### src/sv/atl_pkg.sv
`timescale 1ns / 1ps

package atl_pkg;

    localparam logic [3:0] K_INVALID = 4'd0;
    localparam logic [3:0] K_EOF     = 4'd1;
    localparam logic [3:0] K_NEWLINE = 4'd2;
    localparam logic [3:0] K_SPEC    = 4'd3;
    localparam logic [3:0] K_LABEL   = 4'd4;
    localparam logic [3:0] K_IDENT   = 4'd5;
    localparam logic [3:0] K_NUMBER  = 4'd6;
    localparam logic [3:0] K_LITERAL = 4'd7;
    localparam logic [3:0] K_OPEN    = 4'd8;
    localparam logic [3:0] K_CLOSE   = 4'd9;
    localparam logic [3:0] K_TEXT    = 4'd10;

    // output queue: two slots must be free before a character is taken
    localparam int QUEUE_DEPTH = 4;
    localparam int QUEUE_PTR_W = 2;
    localparam int QUEUE_CNT_W = 3;

    typedef struct packed {
        logic [3:0]  kind;
        logic [7:0]  text_char;
        logic [63:0] number_value;
        logic        overflow;
        logic [15:0] token_line;
        logic [15:0] token_column;
        logic        last;
    } t_result;

    typedef struct packed {
        logic [1:0] count;
        t_result    beat1;
        t_result    beat0;
    } t_push;

endpackage

### src/sv/atl_beat_fifo.sv
`timescale 1ns / 1ps

module atl_beat_fifo
    import atl_pkg::*;
(
    input  logic    i_clk,
    input  logic    i_rst_n,
    input  t_push   i_push,
    input  logic    i_pop,
    output logic    o_not_empty,
    output logic    o_room_for_two,
    output t_result o_head
);

    t_result                r_mem [QUEUE_DEPTH];
    logic [QUEUE_PTR_W-1:0] r_wr_ptr;
    logic [QUEUE_PTR_W-1:0] r_rd_ptr;
    logic [QUEUE_CNT_W-1:0] r_count;
    logic [QUEUE_PTR_W-1:0] n_wr_ptr;
    logic [QUEUE_PTR_W-1:0] n_rd_ptr;
    logic [QUEUE_CNT_W-1:0] n_count;
    logic                   w_pop;

    assign o_not_empty    = (r_count != '0);
    assign o_room_for_two = (r_count <= QUEUE_CNT_W'(QUEUE_DEPTH - 2));
    assign o_head         = r_mem[r_rd_ptr];
    assign w_pop          = i_pop && o_not_empty;

    always_comb begin
        n_wr_ptr = r_wr_ptr + QUEUE_PTR_W'(i_push.count);
        n_rd_ptr = r_rd_ptr + QUEUE_PTR_W'(w_pop);
        n_count  = r_count + QUEUE_CNT_W'(i_push.count) - QUEUE_CNT_W'(w_pop);
    end

    always_ff @(posedge i_clk) begin
        if (i_push.count != 2'd0) begin
            r_mem[r_wr_ptr] <= i_push.beat0;
        end
        if (i_push.count == 2'd2) begin
            r_mem[r_wr_ptr + QUEUE_PTR_W'(1)] <= i_push.beat1;
        end
    end

    always_ff @(posedge i_clk) begin
        if (!i_rst_n) begin
            r_wr_ptr <= '0;
            r_rd_ptr <= '0;
            r_count  <= '0;
        end else begin
            r_wr_ptr <= n_wr_ptr;
            r_rd_ptr <= n_rd_ptr;
            r_count  <= n_count;
        end
    end

endmodule

### src/sv/assembly_token_lexer.sv
`timescale 1ns / 1ps
// Streaming lexer for a high-level assembler.
// Slave side: one source character per beat. tdata carries the byte, tuser
// flags end of text (byte then ignored; each such beat answers with eof).
// Master side: token beats. tuser is the token kind, tdata carries text
// char, value, overflow, line and column, tlast closes the results of one
// input beat. A character gives zero, one or two token beats.
// The token beats of a character are written into the output queue when its
// beat is taken. The scanner accepts one character every cycle while the
// four-beat output queue has two free slots; sustained rate is one
// character per cycle when characters give at most one token each, bounded
// by the single master beat per cycle otherwise.
// Stall: when the receiver holds tready low the queue fills and s_tready
// drops until two slots free again; nothing is lost.
// Reset (synchronous, active low): scanner back to idle, no pending token,
// line and column zero, output queue empty.
module assembly_token_lexer
    import atl_pkg::*;
#(
    parameter int LINE_BITS   = 16,
    parameter int COLUMN_BITS = 16
) (
    input  logic          i_clk,
    input  logic          i_rst_n,
    input  logic          i_s_tvalid,
    output logic          o_s_tready,
    input  logic [7:0]    i_s_tdata,   // [7:0] ch
    input  logic          i_s_tuser,   // [0] end_of_text
    output logic          o_m_tvalid,
    input  logic          i_m_tready,
    output logic [111:0]  o_m_tdata,   // [7:0] text_char, [71:8] number_value,
                                       // [72] overflow, [88:73] token_line,
                                       // [104:89] token_column, rest zero
    output logic [3:0]    o_m_tuser,   // [3:0] kind
    output logic          o_m_tlast
);

    localparam logic [2:0] M_IDLE    = 3'd0;
    localparam logic [2:0] M_NLSEEN  = 3'd1;
    localparam logic [2:0] M_COMMENT = 3'd2;
    localparam logic [2:0] M_NUMBER  = 3'd3;
    localparam logic [2:0] M_LITERAL = 3'd4;
    localparam logic [2:0] M_IDENT   = 3'd5;
    localparam logic [2:0] M_SPEC    = 3'd6;

    localparam logic [1:0] P_NONE  = 2'd0;
    localparam logic [1:0] P_DOT   = 2'd1;
    localparam logic [1:0] P_POUND = 2'd2;
    localparam logic [1:0] P_IDENT = 2'd3;

    localparam logic [7:0] CH_CR     = 8'd13;
    localparam logic [7:0] CH_LF     = 8'd10;
    localparam logic [7:0] CH_OPEN   = 8'd91;
    localparam logic [7:0] CH_CLOSE  = 8'd93;
    localparam logic [7:0] CH_COLON  = 8'd58;
    localparam logic [7:0] CH_DOT    = 8'd46;
    localparam logic [7:0] CH_POUND  = 8'd35;
    localparam logic [7:0] CH_SEMI   = 8'd59;
    localparam logic [7:0] CH_ZERO   = 8'd48;

    localparam int LINE_EXT = (LINE_BITS > 16) ? LINE_BITS : 16;
    localparam int COL_EXT  = (COLUMN_BITS > 16) ? COLUMN_BITS : 16;

    logic [2:0]             r_mode;
    logic [1:0]             r_pend;
    logic [63:0]            r_acc;
    logic                   r_sat;
    logic [LINE_BITS-1:0]   r_pline;
    logic [COLUMN_BITS-1:0] r_pcol;
    logic [LINE_BITS-1:0]   r_line;
    logic [COLUMN_BITS-1:0] r_col;

    logic [2:0]             n_mode;
    logic [1:0]             n_pend;
    logic [63:0]            n_acc;
    logic                   n_sat;
    logic [LINE_BITS-1:0]   n_pline;
    logic [COLUMN_BITS-1:0] n_pcol;
    logic [LINE_BITS-1:0]   n_line;
    logic [COLUMN_BITS-1:0] n_col;

    t_result     n_res [2];
    logic [1:0]  n_cnt;
    logic        w_take;
    logic        w_room;
    logic        w_done;
    logic        w_eof;
    logic [7:0]  w_c;
    logic [67:0] w_mac;
    t_push       w_push;
    t_result     w_head;

    function automatic logic is_blank(input logic [7:0] c);
        return c inside {8'd9, 8'd11, 8'd12, 8'd32};
    endfunction

    function automatic logic is_nl(input logic [7:0] c);
        return (c == CH_CR) || (c == CH_LF);
    endfunction

    function automatic logic is_digit(input logic [7:0] c);
        return c inside {[8'd48:8'd57]};
    endfunction

    function automatic logic is_alpha(input logic [7:0] c);
        return c inside {[8'd65:8'd90], [8'd97:8'd122]};
    endfunction

    function automatic logic [15:0] clamp_line(input logic [LINE_BITS-1:0] v);
        logic [LINE_EXT-1:0] e;
        e = LINE_EXT'(v);
        return (e > LINE_EXT'(16'hFFFF)) ? 16'hFFFF : e[15:0];
    endfunction

    function automatic logic [15:0] clamp_col(input logic [COLUMN_BITS-1:0] v);
        logic [COL_EXT-1:0] e;
        e = COL_EXT'(v);
        return (e > COL_EXT'(16'hFFFF)) ? 16'hFFFF : e[15:0];
    endfunction

    function automatic t_result mk(input logic [3:0] kind, input logic [7:0] tc,
                                   input logic [63:0] val, input logic ovf,
                                   input logic [LINE_BITS-1:0] ln,
                                   input logic [COLUMN_BITS-1:0] cl);
        t_result r;
        r.kind         = kind;
        r.text_char    = tc;
        r.number_value = val;
        r.overflow     = ovf;
        r.token_line   = clamp_line(ln);
        r.token_column = clamp_col(cl);
        r.last         = 1'b0;
        return r;
    endfunction

    assign w_c    = i_s_tdata;
    assign w_eof  = i_s_tuser;
    assign w_take = i_s_tvalid && w_room;
    assign o_s_tready = w_room;

    // acc * 10 + digit; any carry above bit 63 means saturation
    assign w_mac = {1'b0, r_acc, 3'b000} + {3'b000, r_acc, 1'b0}
                 + {64'd0, w_c[3:0] - CH_ZERO[3:0]};

    always_comb begin
        n_mode  = r_mode;
        n_pend  = r_pend;
        n_acc   = r_acc;
        n_sat   = r_sat;
        n_pline = r_pline;
        n_pcol  = r_pcol;
        n_line  = r_line;
        n_col   = r_col;
        n_res[0] = '0;
        n_res[1] = '0;
        n_cnt   = 2'd0;
        w_done  = 1'b0;

        if (n_mode == M_NLSEEN) begin
            n_mode = M_IDLE;
            if (!w_eof && is_nl(w_c)) begin
                w_done = 1'b1;
            end
        end

        if (!w_done) begin
            if (!w_eof && (n_col != '1)) begin
                n_col = n_col + COLUMN_BITS'(1);
            end

            case (n_mode)
                M_COMMENT: begin
                    if (!w_eof && !is_nl(w_c)) begin
                        w_done = 1'b1;
                    end else begin
                        n_mode = M_IDLE;
                    end
                end
                M_NUMBER, M_LITERAL: begin
                    if (!w_eof && is_digit(w_c)) begin
                        if (w_mac[67:64] != 4'd0) begin
                            n_acc = '1;
                            n_sat = 1'b1;
                        end else begin
                            n_acc = w_mac[63:0];
                        end
                        w_done = 1'b1;
                    end else begin
                        n_res[n_cnt[0]] = mk((n_mode == M_NUMBER) ? K_NUMBER : K_LITERAL,
                                             8'd0, r_acc, r_sat, r_pline, r_pcol);
                        n_cnt  = n_cnt + 2'd1;
                        n_mode = M_IDLE;
                    end
                end
                M_IDENT, M_SPEC: begin
                    if (!w_eof && !is_blank(w_c) && !is_nl(w_c)) begin
                        n_res[n_cnt[0]] = mk(K_TEXT, w_c, 64'd0, 1'b0, n_line, n_col);
                        n_cnt  = n_cnt + 2'd1;
                        w_done = 1'b1;
                    end else begin
                        if (n_mode == M_IDENT) begin
                            n_pend = P_IDENT;
                        end else begin
                            n_res[n_cnt[0]] = mk(K_SPEC, 8'd0, 64'd0, 1'b0,
                                                 r_pline, r_pcol);
                            n_cnt = n_cnt + 2'd1;
                        end
                        n_mode = M_IDLE;
                    end
                end
                default: begin
                    n_mode = M_IDLE;
                end
            endcase
        end

        if (!w_done) begin
            if (w_eof || !is_blank(w_c)) begin
                if (!w_eof && (n_pend == P_IDENT) && (w_c == CH_COLON)) begin
                    n_res[n_cnt[0]] = mk(K_LABEL, 8'd0, 64'd0, 1'b0, r_pline, r_pcol);
                    n_cnt  = n_cnt + 2'd1;
                    n_pend = P_NONE;
                end else if (!w_eof && (n_pend == P_DOT) && is_alpha(w_c)) begin
                    n_pend = P_NONE;
                    n_mode = M_SPEC;
                    n_res[n_cnt[0]] = mk(K_TEXT, w_c, 64'd0, 1'b0, n_line, n_col);
                    n_cnt  = n_cnt + 2'd1;
                end else if (!w_eof && (n_pend == P_POUND) && is_digit(w_c)) begin
                    n_pend = P_NONE;
                    n_mode = M_LITERAL;
                    n_acc  = {60'd0, w_c[3:0] - CH_ZERO[3:0]};
                    n_sat  = 1'b0;
                end else begin
                    // flush whatever token still waits
                    case (n_pend)
                        P_DOT: begin
                            n_res[n_cnt[0]] = mk(K_INVALID, CH_DOT, 64'd0, 1'b0,
                                                 r_pline, r_pcol);
                            n_cnt = n_cnt + 2'd1;
                        end
                        P_POUND: begin
                            n_res[n_cnt[0]] = mk(K_INVALID, CH_POUND, 64'd0, 1'b0,
                                                 r_pline, r_pcol);
                            n_cnt = n_cnt + 2'd1;
                        end
                        P_IDENT: begin
                            n_res[n_cnt[0]] = mk(K_IDENT, 8'd0, 64'd0, 1'b0,
                                                 r_pline, r_pcol);
                            n_cnt = n_cnt + 2'd1;
                        end
                        default: begin
                        end
                    endcase
                    n_pend = P_NONE;

                    if (w_eof) begin
                        n_res[n_cnt[0]] = mk(K_EOF, 8'd0, 64'd0, 1'b0, n_line, n_col);
                        n_cnt = n_cnt + 2'd1;
                    end else if (is_nl(w_c)) begin
                        n_res[n_cnt[0]] = mk(K_NEWLINE, 8'd0, 64'd0, 1'b0, n_line, n_col);
                        n_cnt = n_cnt + 2'd1;
                        if (n_line != '1) begin
                            n_line = n_line + LINE_BITS'(1);
                        end
                        n_col  = '0;
                        n_mode = M_NLSEEN;
                    end else if (w_c == CH_OPEN) begin
                        n_res[n_cnt[0]] = mk(K_OPEN, 8'd0, 64'd0, 1'b0, n_line, n_col);
                        n_cnt = n_cnt + 2'd1;
                    end else if (w_c == CH_CLOSE) begin
                        n_res[n_cnt[0]] = mk(K_CLOSE, 8'd0, 64'd0, 1'b0, n_line, n_col);
                        n_cnt = n_cnt + 2'd1;
                    end else if ((w_c == CH_DOT) || (w_c == CH_POUND)) begin
                        n_pend  = (w_c == CH_DOT) ? P_DOT : P_POUND;
                        n_pline = n_line;
                        n_pcol  = n_col;
                    end else if (w_c == CH_SEMI) begin
                        n_mode = M_COMMENT;
                    end else if (is_digit(w_c)) begin
                        n_mode  = M_NUMBER;
                        n_acc   = {60'd0, w_c[3:0] - CH_ZERO[3:0]};
                        n_sat   = 1'b0;
                        n_pline = n_line;
                        n_pcol  = n_col;
                    end else if (is_alpha(w_c)) begin
                        n_mode  = M_IDENT;
                        n_pline = n_line;
                        n_pcol  = n_col;
                        n_res[n_cnt[0]] = mk(K_TEXT, w_c, 64'd0, 1'b0, n_line, n_col);
                        n_cnt = n_cnt + 2'd1;
                    end else begin
                        n_res[n_cnt[0]] = mk(K_INVALID, w_c, 64'd0, 1'b0, n_line, n_col);
                        n_cnt = n_cnt + 2'd1;
                    end
                end
            end
        end

        if (n_cnt == 2'd1) begin
            n_res[0].last = 1'b1;
        end else if (n_cnt == 2'd2) begin
            n_res[1].last = 1'b1;
        end
    end

    always_ff @(posedge i_clk) begin
        if (!i_rst_n) begin
            r_mode  <= M_IDLE;
            r_pend  <= P_NONE;
            r_acc   <= '0;
            r_sat   <= 1'b0;
            r_pline <= '0;
            r_pcol  <= '0;
            r_line  <= '0;
            r_col   <= '0;
        end else if (w_take) begin
            r_mode  <= n_mode;
            r_pend  <= n_pend;
            r_acc   <= n_acc;
            r_sat   <= n_sat;
            r_pline <= n_pline;
            r_pcol  <= n_pcol;
            r_line  <= n_line;
            r_col   <= n_col;
        end
    end

    always_comb begin
        w_push.count = w_take ? n_cnt : 2'd0;
        w_push.beat0 = n_res[0];
        w_push.beat1 = n_res[1];
    end

    atl_beat_fifo u_queue (
        .i_clk          (i_clk),
        .i_rst_n        (i_rst_n),
        .i_push         (w_push),
        .i_pop          (i_m_tready),
        .o_not_empty    (o_m_tvalid),
        .o_room_for_two (w_room),
        .o_head         (w_head)
    );

    assign o_m_tuser = w_head.kind;
    assign o_m_tlast = w_head.last;
    assign o_m_tdata = {7'd0, w_head.token_column, w_head.token_line,
                        w_head.overflow, w_head.number_value, w_head.text_char};

endmodule

### config.mk
export PLATFORM = sky130hd
export DESIGN_NAME = assembly_token_lexer
export DESIGN_NICKNAME = d
export VERILOG_FILES = /design/src/sv/atl_pkg.sv /design/src/sv/atl_beat_fifo.sv /design/src/sv/assembly_token_lexer.sv
export SDC_FILE = /design/constraint.sdc
export NUM_CORES = 2
export LEC_CHECK = 0
export ABC_AREA = 1
export BUFFER_PORTS_ARGS = -buffer_cell sky130_fd_sc_hd__buf_2
export CORE_ASPECT_RATIO = 2
export CORE_MARGIN = 2
export CORE_UTILIZATION = 57
export CTS_CLUSTER_DIAMETER = 80
export DETAILED_ROUTE_END_ITERATION = 8
export GPL_TIMING_DRIVEN = 0
export PLACE_DENSITY = 0.77
export SYNTH_ARGS = -nofsm -noshare
export SYNTH_HDL_FRONTEND = slang
export SYNTH_SLANG_ARGS = --single-unit
### constraint.sdc
create_clock -name i_clk -period 12.9 [get_ports i_clk]
set_input_delay 1.29 -clock i_clk [delete_from_list [all_inputs] [get_ports i_clk]]
set_output_delay 1.29 -clock i_clk [all_outputs]
set_load 0.1 [all_outputs]
==> results of run 1 <==
[cell families after synthesis]
kind of cell | Yosys count | share of synthesized area (%)
DFF | 581 | 41.9
adders and majority gates | 139 | 4.60
and+or+nand+nor | 2960 | 31.4
AOI/OAI and AO/OA | 1008 | 14.1
other | 1 | 0.00980
xor gates and xnor gates | 59 | 1.35
buffers and inverters | 641 | 6.69
[per-stage QoR]
step	setup slack, ns	util, %
global placement	-7.19	60.1
floorplan	0.559	-
detailed placement	4.92	60.8
CTS	5.57	63.6
[per-layer routing]
layer	overflow	global-route usage, %
met2	115	90.5
met1	1	52.3
met4	77	70.5
met5	0	1.26
met3	0	24.1
==> impl_metrics.env, run 1 <==
export IMPL_status="did not finish"
export IMPL_stop_stage="global routing"
export IMPL_error_line="[ERROR GRT-0116] Global routing finished with congestion. Check the congestion regions in the DRC Viewer."
export IMPL_synth_top_area_share_pct=34.5
export IMPL_gr_usage_all_layers_pct=58.1
export IMPL_grt_pass1_wl_um=294000
export IMPL_synth_cell_types=53
export IMPL_cts_root_buf="clkbuf_16"
export IMPL_fp_dieH_um=371
export IMPL_io_pins=132
export IMPL_synth_common_cells="1678 x nand2_1, 759 x nor2_1, 487 x o21ai_0"
export IMPL_grt_start_max_net_pins=27
export IMPL_ys_seq_area_share_pct=41.9
export IMPL_place_gp_congestion=1.21
export IMPL_cts_buffer_depth=3
export IMPL_die_w_um=187
export IMPL_grt_ovfl_total=193
export IMPL_initial_core_util_pct=57.5
export IMPL_dp_hpwl_um=144000
export IMPL_synth_cell_area_mm2=0.0383
export IMPL_syn_mean_instance_area_um2=7.10
export IMPL_synth_edf_count=440
export IMPL_placed_area_mm2=0.0405
export IMPL_synthTopCellsByArea="edfxtp_1 35%, nand2_1 16%, nor2_1 7.4%"
export IMPL_synth_top_cell_by_area="edfxtp_1"
export IMPL_rows=134
export IMPL_yosys_cell_count_top_type="nand2_1"
export IMPL_cts_buffers=51
export IMPL_async_reset_ff_share_pct=0
export IMPL_clock_sinks=581
export IMPL_cts_setup_buffers=0
export IMPL_syn_inst=5389
export IMPL_h_tree_depth=2
export IMPL_grt_pass1_vias=43400
export IMPL_yosys_warnings=0
export IMPL_postCtsHoldBufs=0
export IMPL_ys_flop_type="edfxtp_1"
export IMPL_post_cts_resized=0
export IMPL_ys_ff_latch=581
export IMPL_portBuffers=122
export IMPL_dpl_cell_count=6420
==> inputs of run 2 (changes only) <==
- CORE_ASPECT_RATIO: 2 -> not set
- CORE_UTILIZATION: 57 -> 40
- CTS_CLUSTER_DIAMETER: 80 -> not set
- PLACE_DENSITY: 0.77 -> not set
- PLACE_DENSITY_LB_ADDON: not set -> 0.15
- clock period: 12.9 -> 16.8 ns (I/O delays scaled with it)
==> run 2 against run 1 <==
The flow now finishes without violations. Synthesized area unchanged. Synthesized cell count unchanged.
==> impl_metrics.env, run 2 <==
export IMPL_dp_hpwl_um=126000
export IMPL_cp_start_kind="input port"
export IMPL_largest_register_ffs=440
export IMPL_regMostFlops="u_queue.r_mem"
export IMPL_synth_cell_types=53
export IMPL_pwr_share_clk_pct=22.1
export IMPL_post_cts_resized=0
export IMPL_grt_pass1_wl_um=242000
export IMPL_synth_cell_area_mm2=0.0383
export IMPL_die_w_um=313
export IMPL_cts_buffers=69
export IMPL_nNetsFinal=5761
export IMPL_status="complete, no violations"
export IMPL_pwr_share_comb_pct=50.0
export IMPL_maxSlewHeadroom_pct=9.22
export IMPL_gr_usage_all_layers_pct=33.2
export IMPL_ys_flop_type="edfxtp_1"
export IMPL_holdCritPathClass="reg -> reg"
export IMPL_cts_tree="yes"
export IMPL_num_antenna_cells=0
export IMPL_crit_fanout=10
export IMPL_area_growth_pct=13.1
export IMPL_fp_dieH_um=313
export IMPL_startpoint="i_s_tdata[3]"
export IMPL_fin_area_mm2=0.0433
export IMPL_async_reset_ff_share_pct=0
export IMPL_drv_slew=0
export IMPL_yosys_cell_count_top_type="nand2_1"
export IMPL_syn_inst=5389
export IMPL_core_area_mm2=0.0949
export IMPL_arrival_ns=8.24
export IMPL_yosys_warnings=0
export IMPL_max_vdd_ir_drop_uv=184
export IMPL_rsz0062_at_grt="false"
export IMPL_worstPathCellList="buf_2, buf_2, inv_2, nor2_1, nand2_1, nand2_2, nand2_2, nand2_2, nor2_4, nand2_2, nand2_2, clkbuf_1, ha_1, clkbuf_1, inv_1, clkbuf_1, nor2_1, nor3_1, clkbuf_1, o21ai_0, a21oi_1, nand2_1, nand2_1"
export IMPL_hold_path_depth=1
export IMPL_grt_pass1_vias=36200
export IMPL_postCtsHoldBufs=0
export IMPL_switching_share_pct=52.0
export IMPL_io_pins=132
export IMPL_maxCapViolCount=0
export IMPL_antenna_found_initial=4
export IMPL_synth_edf_count=440
export IMPL_avgRoutedWirePerCell_um=24.1
export IMPL_reg_largest_list="u_queue.r_mem x440, r_acc x64"
export IMPL_grt_ovfl_total=0
export IMPL_ys_ff_latch=581
export IMPL_drc=0
export IMPL_place_gp_congestion=1.01
export IMPL_cts_buffer_depth=3
export IMPL_switchingPower_w=0.00363
export IMPL_hold_viol=0
export IMPL_synth_top_area_share_pct=34.5
export IMPL_ys_seq_area_share_pct=41.9
export IMPL_r2r_end="u_queue.r_mem[2][5]"
export IMPL_drtAntennaViolNets=0
export IMPL_h_tree_depth=3
export IMPL_synth_top_cell_by_area="edfxtp_1"
export IMPL_regToRegSetupSlack_ns=10.06
export IMPL_powerDensity_mw_per_mm2=161
export IMPL_worstSetupPathType="in -> reg"
export IMPL_hold_start="u_queue.r_count[2]"
export IMPL_tightest_slew_ns=1.35
export IMPL_crit_slowest_cell="nor3_1"
export IMPL_p_int_w=0.00335
export IMPL_fin_ws_ns=9.05
export IMPL_reg2reg_from="r_mode[2]"
export IMPL_worstSkewPairLatency_ns=0.65
export IMPL_wl_um=167000
export IMPL_cts_setup_buffers=0
export IMPL_worstHoldEndpoint="u_queue.r_count[2]"
export IMPL_fin_crit_sh_pct=46.1
export IMPL_worst_path_buf_inv=8
export IMPL_dieArea_mm2=0.0982
export IMPL_fin_crit_ns=7.75
export IMPL_fmax_mhz=129
export IMPL_cp_end_kind="flop"
export IMPL_rows=113
export IMPL_clock_sinks=581
export IMPL_firstDrtPassIters=6
export IMPL_placed_area_mm2=0.0410
export IMPL_grt_start_max_net_pins=26
export IMPL_syn_mean_instance_area_um2=7.10
export IMPL_seq_power_share_pct=27.9
export IMPL_first_iter_violations=5433
export IMPL_layout_commonest_cell="nand2_1"
export IMPL_portBuffers=122
export IMPL_max_stage_delay_ns=0.81
export IMPL_crit_path_frequent_cell="nand2_2"
export IMPL_cp_top_family="simple AND/OR/NAND/NOR gates"
export IMPL_clkTransAtPathRegs_ns=0.06
export IMPL_synthTopCellsByArea="edfxtp_1 35%, nand2_1 16%, nor2_1 7.4%"
export IMPL_post_route_cells_drive_above_1_share_pct=6.78
export IMPL_p_leak_nw=19.0
export IMPL_cp_required_ns=17.29
export IMPL_rr_worst_depth=19
export IMPL_final_cell_mix="1678 x nand2_1, 759 x nor2_1, 483 x o21ai_0"
export IMPL_skew_ns=0.0388
export IMPL_dp_slack_ns=8.86
export IMPL_vias_per_cell=5.71
export IMPL_synth_common_cells="1678 x nand2_1, 759 x nor2_1, 487 x o21ai_0"
export IMPL_num_vias=39600
export IMPL_initial_core_util_pct=40.4
export IMPL_cts_root_buf="clkbuf_16"
export IMPL_setup_viol=0
## run 2: final cells by class
type | instances | area [um^2]
tap | 1265 | 1580
timing repair buffer | 143 | 1090
fill | 9764 | 51600
clock inverter | 38 | 459
clock buffer | 88 | 1810
inverter | 335 | 1260
buffer | 306 | 1300
sequential | 581 | 16000
multi-input combinational | 4173 | 19800
## run 2: logic make-up (layout without fill, tap and decap cells)
group	Yosys count	in the layout	synth area share, %
fa+ha+maj	139	139	4.60
flops	581	581	41.9
buf+inv	641	910	6.69
other cells	1	7	0.00980
xor+xnor	59	59	1.35
compound gates	1008	1008	14.1
simple gates	2960	2960	31.4
## run 2: power by group through the flow
stage / clock network (W) / logic [W] / registers [W]
floorplan: 0 / 0.00246 / 0.00205
global placement: 0 / 0.00334 / 0.00217
detailed placement: 0 / 0.00344 / 0.00197
CTS: 0.00155 / 0.00345 / 0.00194
global route: 0.00160 / 0.00363 / 0.00196
finish: 0.00154 / 0.00349 / 0.00194
## run 2: through the flow
step / power [W] / TNS (ns) / instances / hold WS [ns] / utilization, %
after floorplan: 0.00451 / 0 / 5395 / 0.438 / -
after global placement: 0.00550 / -1911.03 / 6782 / 0.465 / 42.7
after detailed placement: 0.00542 / 0 / 6803 / 0.472 / 43.2
after CTS: 0.00694 / 0 / 6929 / 0.487 / 45.6
after global routing: 0.00720 / 0 / 6929 / 0.523 / 45.6
final: 0.00698 / 0 / 6929 / 0.484 / 45.6
## run 2: metal layers
layer	up-vias	routed length [um]	GRT usage (%)	part of all wire (%)
li1	18500	-	-	-
met1	18700	73000	48.9	44
met2	2096	69300	48.6	42
met3	301	18700	6.89	11
met4	8	5610	10.5	3.4
met5	-	50	0	0.030
## run 2: how the worst max path moves through the flow
| stage | depth (start not counted) | slack [ns] | to |
|---|---|---|---|
| after global placement | 23 | -4.65 | u_queue.r_mem[3][57] |
| final | 23 | 9.05 | u_queue.r_mem[2][5] |
| after detailed placement | 27 | 8.86 | u_queue.r_mem[3][51] |
| after CTS | 27 | 9.53 | u_queue.r_mem[3][51] |
| after floorplan | 22 | 4.07 | u_queue.r_mem[0][0] |
| after global routing | 23 | 8.95 | u_queue.r_mem[2][5] |
No activity file was read; power rests on OpenSTA's default activity.
